File: src/rtl/sstd_pkg.sv
// ----------------------------------------------------------------------------
// sstd_pkg
// Shared types, constants and decimal split helpers for the four-digit
// seven-segment timer display.
// ----------------------------------------------------------------------------
package sstd_pkg;

    typedef enum logic [2:0] {
        OP_TICK        = 3'd0,
        OP_SHOW_NUMBER = 3'd1,
        OP_SHOW_DASHES = 3'd2,
        OP_SET_DOT     = 3'd3,
        OP_CLEAR_COUNT = 3'd4
    } t_op;

    localparam logic [7:0] PRESCALE_RESET = 8'd5;
    localparam logic [6:0] GLYPH_DASH     = 7'h40;
    localparam logic [6:0] GLYPH_BLANK    = 7'h00;
    localparam logic [6:0] GLYPH_ZERO     = 7'h3F;
    localparam logic [1:0] POINT_ROW      = 2'd2;

    localparam int TEN_THOUSAND = 10000;
    localparam int THOUSAND     = 1000;
    localparam int HUNDRED      = 100;
    localparam int TEN          = 10;

    // Upper part of the decimal split, done ahead of the input register.
    typedef struct packed {
        logic [9:0] rem;        // value mod 1000
        logic [3:0] thousands;  // thousands digit of value mod 10000
        logic       big;        // value is 1000 or more
    } t_front;

    typedef struct packed {
        logic [3:0] hundreds;
        logic [3:0] tens;
        logic [3:0] ones;
    } t_low;

    typedef struct packed {
        logic tick;
        logic clear;
    } t_cnt_ctrl;

    typedef struct packed {
        logic [15:0] count;
        logic        advanced;
    } t_cnt_stat;

    function automatic logic [6:0] glyph(input logic [3:0] d);
        logic [6:0] g;
        begin
            case (d)
                4'd0:    g = 7'h3F;
                4'd1:    g = 7'h06;
                4'd2:    g = 7'h5B;
                4'd3:    g = 7'h4F;
                4'd4:    g = 7'h66;
                4'd5:    g = 7'h6D;
                4'd6:    g = 7'h7D;
                4'd7:    g = 7'h27;
                4'd8:    g = 7'h7F;
                4'd9:    g = 7'h6F;
                default: g = GLYPH_BLANK;
            endcase
            return g;
        end
    endfunction

    // Each level compares against all multiples of its power of ten in
    // parallel and subtracts the largest one that fits.
    function automatic t_front split_front(input logic [15:0] v);
        t_front      f;
        logic [15:0] sub_hi;
        logic [13:0] r;
        logic [13:0] sub_lo;
        logic [3:0]  q;
        begin
            sub_hi = '0;
            for (int k = 1; k <= 6; k++) begin
                if (v >= 16'(k * TEN_THOUSAND)) begin
                    sub_hi = 16'(k * TEN_THOUSAND);
                end
            end
            r      = 14'(v - sub_hi);
            q      = '0;
            sub_lo = '0;
            for (int k = 1; k <= 9; k++) begin
                if (r >= 14'(k * THOUSAND)) begin
                    q      = 4'(k);
                    sub_lo = 14'(k * THOUSAND);
                end
            end
            f.rem       = 10'(r - sub_lo);
            f.thousands = q;
            f.big       = (v >= 16'(THOUSAND));
            return f;
        end
    endfunction

    function automatic t_low split_low(input logic [9:0] r);
        t_low       l;
        logic [9:0] sub_h;
        logic [6:0] r2;
        logic [6:0] sub_t;
        begin
            l.hundreds = '0;
            sub_h      = '0;
            for (int k = 1; k <= 9; k++) begin
                if (r >= 10'(k * HUNDRED)) begin
                    l.hundreds = 4'(k);
                    sub_h      = 10'(k * HUNDRED);
                end
            end
            r2     = 7'(r - sub_h);
            l.tens = '0;
            sub_t  = '0;
            for (int k = 1; k <= 9; k++) begin
                if (r2 >= 7'(k * TEN)) begin
                    l.tens = 4'(k);
                    sub_t  = 7'(k * TEN);
                end
            end
            l.ones = 4'(r2 - sub_t);
            return l;
        end
    endfunction

endpackage

File: src/rtl/sstd_prescaler.sv
// ----------------------------------------------------------------------------
// sstd_prescaler
// Tick prescaler and wrapping 16-bit elapsed counter.
// ----------------------------------------------------------------------------
module sstd_prescaler (
    input  logic                  i_clk,
    input  logic                  i_rst_n,
    input  sstd_pkg::t_cnt_ctrl   i_ctrl,
    input  logic [7:0]            i_prescale,
    output sstd_pkg::t_cnt_stat   o_stat
);

    logic [7:0]  r_left;
    logic [15:0] r_total;
    logic [7:0]  n_left;
    logic [15:0] n_total;
    logic [7:0]  dec_left;
    logic        adv;

    assign dec_left = r_left - 8'd1;

    always_comb begin
        n_left  = r_left;
        n_total = r_total;
        adv     = 1'b0;
        if (i_ctrl.clear) begin
            n_left  = i_prescale;
            n_total = '0;
        end else if (i_ctrl.tick) begin
            // A prescale of zero reloads zero, so the next tick wraps to 255.
            if (dec_left == 8'd0) begin
                n_left  = i_prescale;
                n_total = r_total + 16'd1;
                adv     = 1'b1;
            end else begin
                n_left = dec_left;
            end
        end
    end

    always_ff @(posedge i_clk) begin
        if (!i_rst_n) begin
            r_left  <= sstd_pkg::PRESCALE_RESET;
            r_total <= '0;
        end else begin
            r_left  <= n_left;
            r_total <= n_total;
        end
    end

    assign o_stat.count    = n_total;
    assign o_stat.advanced = adv;

endmodule

File: src/rtl/seven_segment_timer_display.sv
// ----------------------------------------------------------------------------
// seven_segment_timer_display
// Four-digit multiplexed seven-segment driver with a prescaled elapsed count.
// ----------------------------------------------------------------------------
// The block takes one request per clock cycle while its input side does not
// stall. A request is captured in an input register and executed in the
// following cycle unless it is held there; an executed tick writes its result
// into the result register. The only thing that holds the input back is the
// result register: while a result is stalled on the output, a tick that
// waits in the input register stays there and the input side stalls. The
// decimal split of a show-number request is done in two levels, thousands
// before the input register and hundreds, tens and ones after it, so the new
// glyphs are in place for a tick that follows right behind. Writes to the
// prescale register take effect at the next reload of the prescaler.
// ----------------------------------------------------------------------------
module seven_segment_timer_display (
    input  logic        i_clk,
    input  logic        i_rst_n,
    // configuration
    input  logic        i_cfg_valid,
    output logic        o_cfg_ready,
    input  logic [7:0]  i_cfg_data,
    // request channel
    input  logic        i_in_valid,
    output logic        o_in_stall,
    input  logic [2:0]  i_operation,
    input  logic [15:0] i_value,
    input  logic        i_dot_on,
    // result channel
    output logic        o_out_valid,
    input  logic        i_out_stall,
    output logic [1:0]  o_digit_index,
    output logic [7:0]  o_segments,
    output logic [15:0] o_elapsed_count,
    output logic        o_count_advanced
);

    logic [7:0]            r_prescale;

    // input register
    logic                  r_in_vld;
    sstd_pkg::t_op         r_op;
    logic                  r_dot_in;
    sstd_pkg::t_front      r_front;

    // display state
    logic [6:0]            r_glyph [4];
    logic [6:0]            n_glyph [4];
    logic                  r_dot;
    logic                  n_dot;
    logic [1:0]            r_scan;
    logic [1:0]            n_scan;

    // result register
    logic                  r_out_vld;
    logic                  n_out_vld;
    logic [1:0]            r_digit;
    logic [7:0]            r_seg;
    logic [15:0]           r_count;
    logic                  r_adv;

    logic                  exec_ok;
    logic                  fire;
    logic                  fire_tick;
    sstd_pkg::t_front      front;
    sstd_pkg::t_low        low;
    sstd_pkg::t_cnt_ctrl   cnt_ctrl;
    sstd_pkg::t_cnt_stat   cnt_stat;
    logic [7:0]            tick_seg;

    assign o_cfg_ready = 1'b1;

    always_ff @(posedge i_clk) begin
        if (!i_rst_n) begin
            r_prescale <= sstd_pkg::PRESCALE_RESET;
        end else if (i_cfg_valid && o_cfg_ready) begin
            r_prescale <= i_cfg_data;
        end
    end

    // Only a tick needs the result register.
    assign exec_ok    = !r_in_vld || (r_op != sstd_pkg::OP_TICK) ||
                        !r_out_vld || !i_out_stall;
    assign o_in_stall = !exec_ok;
    assign fire       = r_in_vld && exec_ok;
    assign fire_tick  = fire && (r_op == sstd_pkg::OP_TICK);

    assign front = sstd_pkg::split_front(i_value);

    always_ff @(posedge i_clk) begin
        if (!i_rst_n) begin
            r_in_vld <= 1'b0;
        end else if (!o_in_stall) begin
            r_in_vld <= i_in_valid;
        end
    end

    always_ff @(posedge i_clk) begin
        if (!o_in_stall && i_in_valid) begin
            r_op     <= sstd_pkg::t_op'(i_operation);
            r_dot_in <= i_dot_on;
            r_front  <= front;
        end
    end

    assign low = sstd_pkg::split_low(r_front.rem);

    always_comb begin
        n_glyph = r_glyph;
        n_dot   = r_dot;
        n_scan  = r_scan;
        if (fire) begin
            case (r_op)
                sstd_pkg::OP_TICK: begin
                    n_scan = r_scan + 2'd1;
                end
                sstd_pkg::OP_SHOW_NUMBER: begin
                    n_glyph[0] = sstd_pkg::glyph(low.ones);
                    n_glyph[1] = sstd_pkg::glyph(low.tens);
                    n_glyph[2] = sstd_pkg::glyph(low.hundreds);
                    n_glyph[3] = r_front.big ? sstd_pkg::glyph(r_front.thousands)
                                             : sstd_pkg::GLYPH_BLANK;
                end
                sstd_pkg::OP_SHOW_DASHES: begin
                    for (int i = 0; i < 4; i++) begin
                        n_glyph[i] = sstd_pkg::GLYPH_DASH;
                    end
                    n_dot = 1'b0;
                end
                sstd_pkg::OP_SET_DOT: begin
                    n_dot = r_dot_in;
                end
                default: begin
                end
            endcase
        end
    end

    always_ff @(posedge i_clk) begin
        if (!i_rst_n) begin
            r_glyph[0] <= sstd_pkg::GLYPH_ZERO;
            r_glyph[1] <= sstd_pkg::GLYPH_ZERO;
            r_glyph[2] <= sstd_pkg::GLYPH_ZERO;
            r_glyph[3] <= sstd_pkg::GLYPH_BLANK;
            r_dot      <= 1'b1;
            r_scan     <= '0;
        end else begin
            r_glyph <= n_glyph;
            r_dot   <= n_dot;
            r_scan  <= n_scan;
        end
    end

    assign cnt_ctrl.tick  = fire_tick;
    assign cnt_ctrl.clear = fire && (r_op == sstd_pkg::OP_CLEAR_COUNT);

    sstd_prescaler u_prescaler (
        .i_clk      (i_clk),
        .i_rst_n    (i_rst_n),
        .i_ctrl     (cnt_ctrl),
        .i_prescale (r_prescale),
        .o_stat     (cnt_stat)
    );

    assign tick_seg = {(r_scan == sstd_pkg::POINT_ROW) && r_dot, r_glyph[r_scan]};

    always_comb begin
        n_out_vld = r_out_vld && i_out_stall;
        if (fire_tick) begin
            n_out_vld = 1'b1;
        end
    end

    always_ff @(posedge i_clk) begin
        if (!i_rst_n) begin
            r_out_vld <= 1'b0;
        end else begin
            r_out_vld <= n_out_vld;
        end
    end

    always_ff @(posedge i_clk) begin
        if (fire_tick) begin
            r_digit <= r_scan;
            r_seg   <= tick_seg;
            r_count <= cnt_stat.count;
            r_adv   <= cnt_stat.advanced;
        end
    end

    assign o_out_valid      = r_out_vld;
    assign o_digit_index    = r_digit;
    assign o_segments       = r_seg;
    assign o_elapsed_count  = r_count;
    assign o_count_advanced = r_adv;

`ifndef ASSERT_OFF
    // A new result only appears behind a tick that was executed.
    a_result_from_tick: assert property (@(posedge i_clk) disable iff (!i_rst_n)
        $rose(o_out_valid) |-> $past(fire_tick))
        else $error("result appeared without a tick");

    // A tick must not leave the input register while a result is held.
    a_tick_waits: assert property (@(posedge i_clk) disable iff (!i_rst_n)
        (r_in_vld && (r_op == sstd_pkg::OP_TICK) && r_out_vld && i_out_stall)
        |-> o_in_stall)
        else $error("tick executed over a stalled result");

    // Each executed tick moves the scan to the next digit.
    a_scan_step: assert property (@(posedge i_clk) disable iff (!i_rst_n)
        fire_tick |=> (r_scan == 2'($past(r_scan) + 2'd1)))
        else $error("scan row did not advance on a tick");

    // The point is only ever lit on its own digit.
    a_point_row: assert property (@(posedge i_clk) disable iff (!i_rst_n)
        (o_out_valid && o_segments[7]) |-> (o_digit_index == sstd_pkg::POINT_ROW))
        else $error("decimal point on the wrong digit");
`endif

endmodule

File: config.mk
export PLATFORM = sky130hd
export DESIGN_NAME = seven_segment_timer_display
export DESIGN_NICKNAME = d
export VERILOG_FILES = /design/src/rtl/sstd_pkg.sv /design/src/rtl/sstd_prescaler.sv /design/src/rtl/seven_segment_timer_display.sv
export SDC_FILE = /design/constraint.sdc
export NUM_CORES = 1
export LEC_CHECK = 0
export ABC_CLOCK_PERIOD_IN_PS = 10500
export BUFFER_PORTS_ARGS = -buffer_cell sky130_fd_sc_hd__buf_2
export CAP_MARGIN = 20
export CORE_ASPECT_RATIO = 1.25
export CORE_UTILIZATION = 40
export CTS_CLUSTER_SIZE = 20
export DETAILED_ROUTE_END_ITERATION = 6
export PLACE_DENSITY_LB_ADDON = 0.2
export SYNTH_ARGS = -nofsm -noshare
export SYNTH_HDL_FRONTEND = slang
export SYNTH_SLANG_ARGS = --single-unit
File: constraint.sdc
create_clock -name i_clk -period 10.5 [get_ports i_clk]
set_input_delay 1.575 -clock i_clk [delete_from_list [all_inputs] [get_ports i_clk]]
set_output_delay 1.575 -clock i_clk [all_outputs]
set_load 0.02 [all_outputs]
* Word-level counts from Yosys, hierarchy flattened
Memory sizes are Yosys's and may differ from the RTL's. Cells that the tools add are included.
Word-level totals: flip-flop bits (word level) 111, ROM bits 448, bits of input ports 33, output and inout bits 30, word-level logic and storage cells 169, memories 4
Operators by class: add/subtract/negate cells 7, order comparisons 35, eq/ne operators 5, mux-type cells 73, bitwise logic cells 1, reductions and logical operators 23
Memories:
- (name not given) | depth 16, bits a word 7, read ports 1, clocked after memory_dff 0, write ports 0, line sstd_pkg.sv:53 | case (d)
- (name not given) | depth 16, bits a word 7, read ports 1, clocked after memory_dff 0, write ports 0, line sstd_pkg.sv:53
- (name not given) | depth 16, bits a word 7, read ports 1, clocked after memory_dff 0, write ports 0, line sstd_pkg.sv:53
- (name not given) | depth 16, bits a word 7, read ports 1, clocked after memory_dff 0, write ports 0, line sstd_pkg.sv:53
Operator list (number):
- $mux W4 | 31
- $mux W10 | 9
- $mux W14 | 6
- $mux W7 | 12
- $ge A14 B13 Y1 const B | 4
- $pmux W28 S2 | 1
- $ge A16 B16 Y1 const B | 3
- $mux W16 | 3
- $ge A10 B10 Y1 const B | 4
- $ge A16 B15 Y1 const B | 2
- $ge A10 B9 Y1 const B | 3
- $ge A14 B12 Y1 const B | 2
- $mux W8 | 3
- $ge A7 B6 Y1 const B | 3
- $ge A7 B7 Y1 const B | 3
- $add A16 B1 Y16 const B | 1
- $ge A16 B10 Y1 const B | 1
- $ge A16 B14 Y1 const B | 1
- $bmux W7 S2 | 1
- $ge A14 B10 Y1 const B | 1
- $ge A14 B11 Y1 const B | 1
- $ge A14 B14 Y1 const B | 1
- $ge A7 B5 Y1 const B | 2
- $sub A14 B14 Y14 | 1
- 25 further kinds | 45

* Depth between registers and ports, before layout
An unclocked memory read counts as a cell.
depth after elaboration 24, depth in mapped cells 30, gate-level depth less buffers 28

* By module
A second synthesis with hierarchy kept.
Unflattened totals: cells, all modules 838, area total of the unflattened synthesis 7479.7 µm²
By module, submodules not included:
- seven_segment_timer_display | times used 1, cells each 590, area each 5567.8 µm², seq. area each 2202.1 µm²
- sstd_prescaler | times used 1, cells each 248, area each 1911.8 µm², seq. area each 480.5 µm²

* Least setup slack after synthesis
No wires, ideal clock.
path type input to register, start input port i_value[7], end register r_front[14] (netlist name) (data pin), library setup time 0.258 ns, arrival 6.857 ns, data required time 10.242 ns, slack 3.385 ns, cell stages on the path 30, path buffers 2, cells stage by stage clkbuf_1 -> or4_1 -> a311o_1 -> a21boi_1 -> inv_1 -> o211ai_1 -> nand2_1 -> nand2_1 -> inv_1 -> ha_1 -> fa_1 -> nand2b_1 -> and3_1 -> a32oi_1 -> o22ai_1 -> and3_1 -> clkbuf_1 -> or3b_1 -> a32o_1 -> a221oi_1 -> a21oi_1 -> ha_1 -> fa_1 -> nor2b_1 -> o21ai_0 -> nand2b_1 -> a21o_1 -> a21oi_1 -> xnor2_1 -> xnor2_1
RTL lines:
- from (decl) | line seven_segment_timer_display.sv:27 | input logic [15:0] i_value,
- to (signal assigned) | line seven_segment_timer_display.sv:102 | r_front <= front;
- to (decl) | line seven_segment_timer_display.sv:44 | sstd_pkg::t_front r_front;

==> results.py <==
metrics = {
    "floorplan": {
        "rows": 54,
        "die_area_um2": 18330,
        "die_y_um": 151.1,
        "dieWidth_um": 121.3,
        "pin_count": 63,
        "initial_core_util_pct": 40.83,
        "coreArea_um2": 17430,
    },
    "global_routing": {
        "grt_max_degree": 62,
        "track_usage_pct": 17.60,
        "gr-total-overflow": 0,
        "grt_pass1_vias": 5460,
        "antenna_found_initial": 0,
        "grt_pass1_wl_um": 26040,
    },
    "detailed_routing": {
        "ant_nets": 0,
        "drc": 0,
        "first_iter_violations": 331,
        "wl_per_cell_um": 14.67,
        "vias": 5818,
        "first_pass_iters": 4,
        "wl_um": 15560,
        "viasPerCell": 5.484,
    },
    "sta": {
        "worst_pin_slew_ps": 981.0,
        "relSlewSlack_pct": 34.60,
        "setup_viol": 0,
        "min_period_ps": 7162,
        "finalCritPeriodShare_pct": 68.21,
        "hold_viol": 0,
        "rsz0062_at_grt": "no",
        "setup_tns_ps": 0,
        "finalClockSkew_ps": 9.832,
        "fmax_mhz": 139.6,
        "slew_violations": 0,
    },
    "logic_synthesis": {
        "synth_cell_types": 80,
        "async_flop_share_pct": 0,
        "netlist.area_leader.share_pct": 19.41,
        "yosysTopAreaCell": "edfxtp_1",
        "synth_flop_cell": "dfxtp_1",
        "synth_area_leaders": "edfxtp_1, dfxtp_1, ha_1",
        "synth_fp_nets": 869,
        "synth_cells": 792,
        "ys_ff_latch": 111,
        "synthTopCellsByCount": "nand2_1, dfxtp_1, nor2_1, a21oi_1, edfxtp_1",
        "yosysSeqAreaShare_pct": 37.69,
        "synth_edf_count": 46,
        "yosysMostFrequentCell": "nand2_1",
        "ys.warnings.count": 0,
        "syn_area_um2": 7117,
        "syn_area_per_cell_um2": 8.986,
    },
    "run_status": {
        "status": "finished, final reports clean",
    },
    "power": {
        "post-layout-total-power_mw": 2.529,
        "powerDensity_nw_per_um2": 320.0,
        "leakage_nw": 3.246,
        "irDropWorstVdd_mv": 0.2767,
    },
    "layout": {
        "regArea_um2": 2683,
        "layout-drive-gt1-share_pct": 12.31,
        "nNetsFinal": 909,
        "num_antenna_cells": 0,
        "nFillCells": 1748,
        "instances_no_fill": 1061,
        "multi_input_area_um2": 4155,
        "area_growth_pct": 11.02,
    },
    "clock_network": {
        "cts_hold_buf": 0,
        "h-tree-depth": 3,
        "cts_tree": "yes",
        "clockBufferDepth": 2,
        "clk_pin_slew_worst_paths_ps": 70,
        "cts_buffers": 9,
        "clkLatencyLatePin_ps": 350,
        "ctsResizeCount": 0,
        "clock-sinks": 111,
        "cts_setup_buffers": 0,
        "cts-root-buf": "clkbuf_16",
    },
    "placed_design": {
        "dpl.hpwl_um": 11700,
        "dp.cells": 1044,
        "port_buffers": 61,
        "place_congestion": 0.8343,
    },
    "worst_setup_path": {
        "cp-start-kind": "input port",
        "required_ps": 10590,
        "critPathCaptureType": "flop",
        "rr_startpoint": "r_front[8]",
        "worstPathArrival_ps": 7260,
        "crit_start": "i_value[5]",
        "crit_fanout": 9,
        "crit_type": "in2reg",
    },
    "job": {
        "cap_viol_max_count": 0,
    },
    "hold_path": {
        "hp-start": "r_prescale[0]",
        "hp-class": "reg2reg",
    },
}
## power by group
group	internal (mW)	switching (mW)
clock network	0.189	0.159
registers	0.490	0.0493
logic	0.640	1.00
## cells by family after synthesis
kind of cell	share of synthesized area, %
buffers and inverters	4.114
AOI/OAI and AO/OA	19.15
xor gates and xnor gates	5.028
adders and majority gates	8.158
DFF	37.69
other	0.05269
muxes	4.202
and+or+nand+nor	21.61
## flip-flops by register name, indices dropped and copies added, names as in the netlist, 2 cells and up
| signal | cells |
|---|---|
| r_scan | 2 |
| u_prescaler.r_left | 8 |
| o_segments | 8 |
| r_glyph | 28 |
| o_elapsed_count | 16 |
| u_prescaler.r_total | 16 |
| o_digit_index | 2 |
| r_front | 15 |
| r_op | 3 |
| r_prescale | 8 |
## placed cells by master, fill, tap and decap left out, drive strengths merged, types with 8 or more instances in the layout
cell and count:
dfxtp 65, nor3 20, xor2 20, mux2i 13
edfxtp 46, a31oi 8, a21boi 9, clkbuf 10
and3 13, a21o 13, xnor2 20, ha 40
and2 16, nand2 73, nor2 61, nand3 25
o211ai 10, nor3b 11, nand2b 12, buf 63
a21oi 48, nor2b 29, inv 42, nor4 8
o21ai 43
## metrics by stage
stage | utilization (%) | hold WS, ps | setup WS [ps] | area, um2
finish | 45.33 | 469.1 | 3338 | 7901
global route | 45.33 | 486.1 | 2860 | 7901
CTS | 45.24 | 474.5 | 3367 | 7886
detailed placement | 43.49 | 455.7 | 3012 | 7581
global placement | 43.49 | 448.7 | 3080 | 7581
floorplan | - | 406.4 | 3385 | 7117
## path summary, 6_finish.rpt
kind	end	slack, ps	depth (start not counted)
max	r_front[14]	3340	27
min	r_prescale[0]	470	2
max reg2reg	r_glyph[27]	4300	23
min reg2reg	r_prescale[0]	470	2
## metal layers
| layer | vias up | wire length (um) | track usage [%] |
|---|---|---|---|
| met5 | - | 0 | 0 |
| met4 | 0 | 210 | 4.877 |
| met3 | 13 | 405 | 2.523 |
| met2 | 93 | 7944 | 31.96 |
| met1 | 2761 | 7001 | 21.45 |
| li1 | 2951 | - | - |
## worst max-delay path: stages
cell      delay, ps
buf_2           140
or4_1           540
a311o_1         370
a21boi_1        180
inv_1            80
o211ai_1        110
nand2_1          80
nand2_1          90
inv_1            50
ha_1            200
fa_1            420
nand2b_1        190
a21boi_0        220
o21a_1          190
o21a_1          200
or4_1           130
nand3_1         230
o41ai_1         670
a21boi_0        320
ha_1            320
nor2b_1         140
o21ai_0         140
nand2b_1        100
a21o_1          180
a21oi_1         160
xnor2_1         150
xnor2_1          80
## final cells by class
type                       count  share of cell area [%]
multi-input combinational    607                   52.59
sequential                   111                   33.95
timing repair buffer          63                   4.149
tap                          224                   3.547
clock buffer                  10                   2.898
inverter                      40                   1.900
clock inverter                 6                  0.9660
Note: power is estimated with default switching activity, not from simulation.
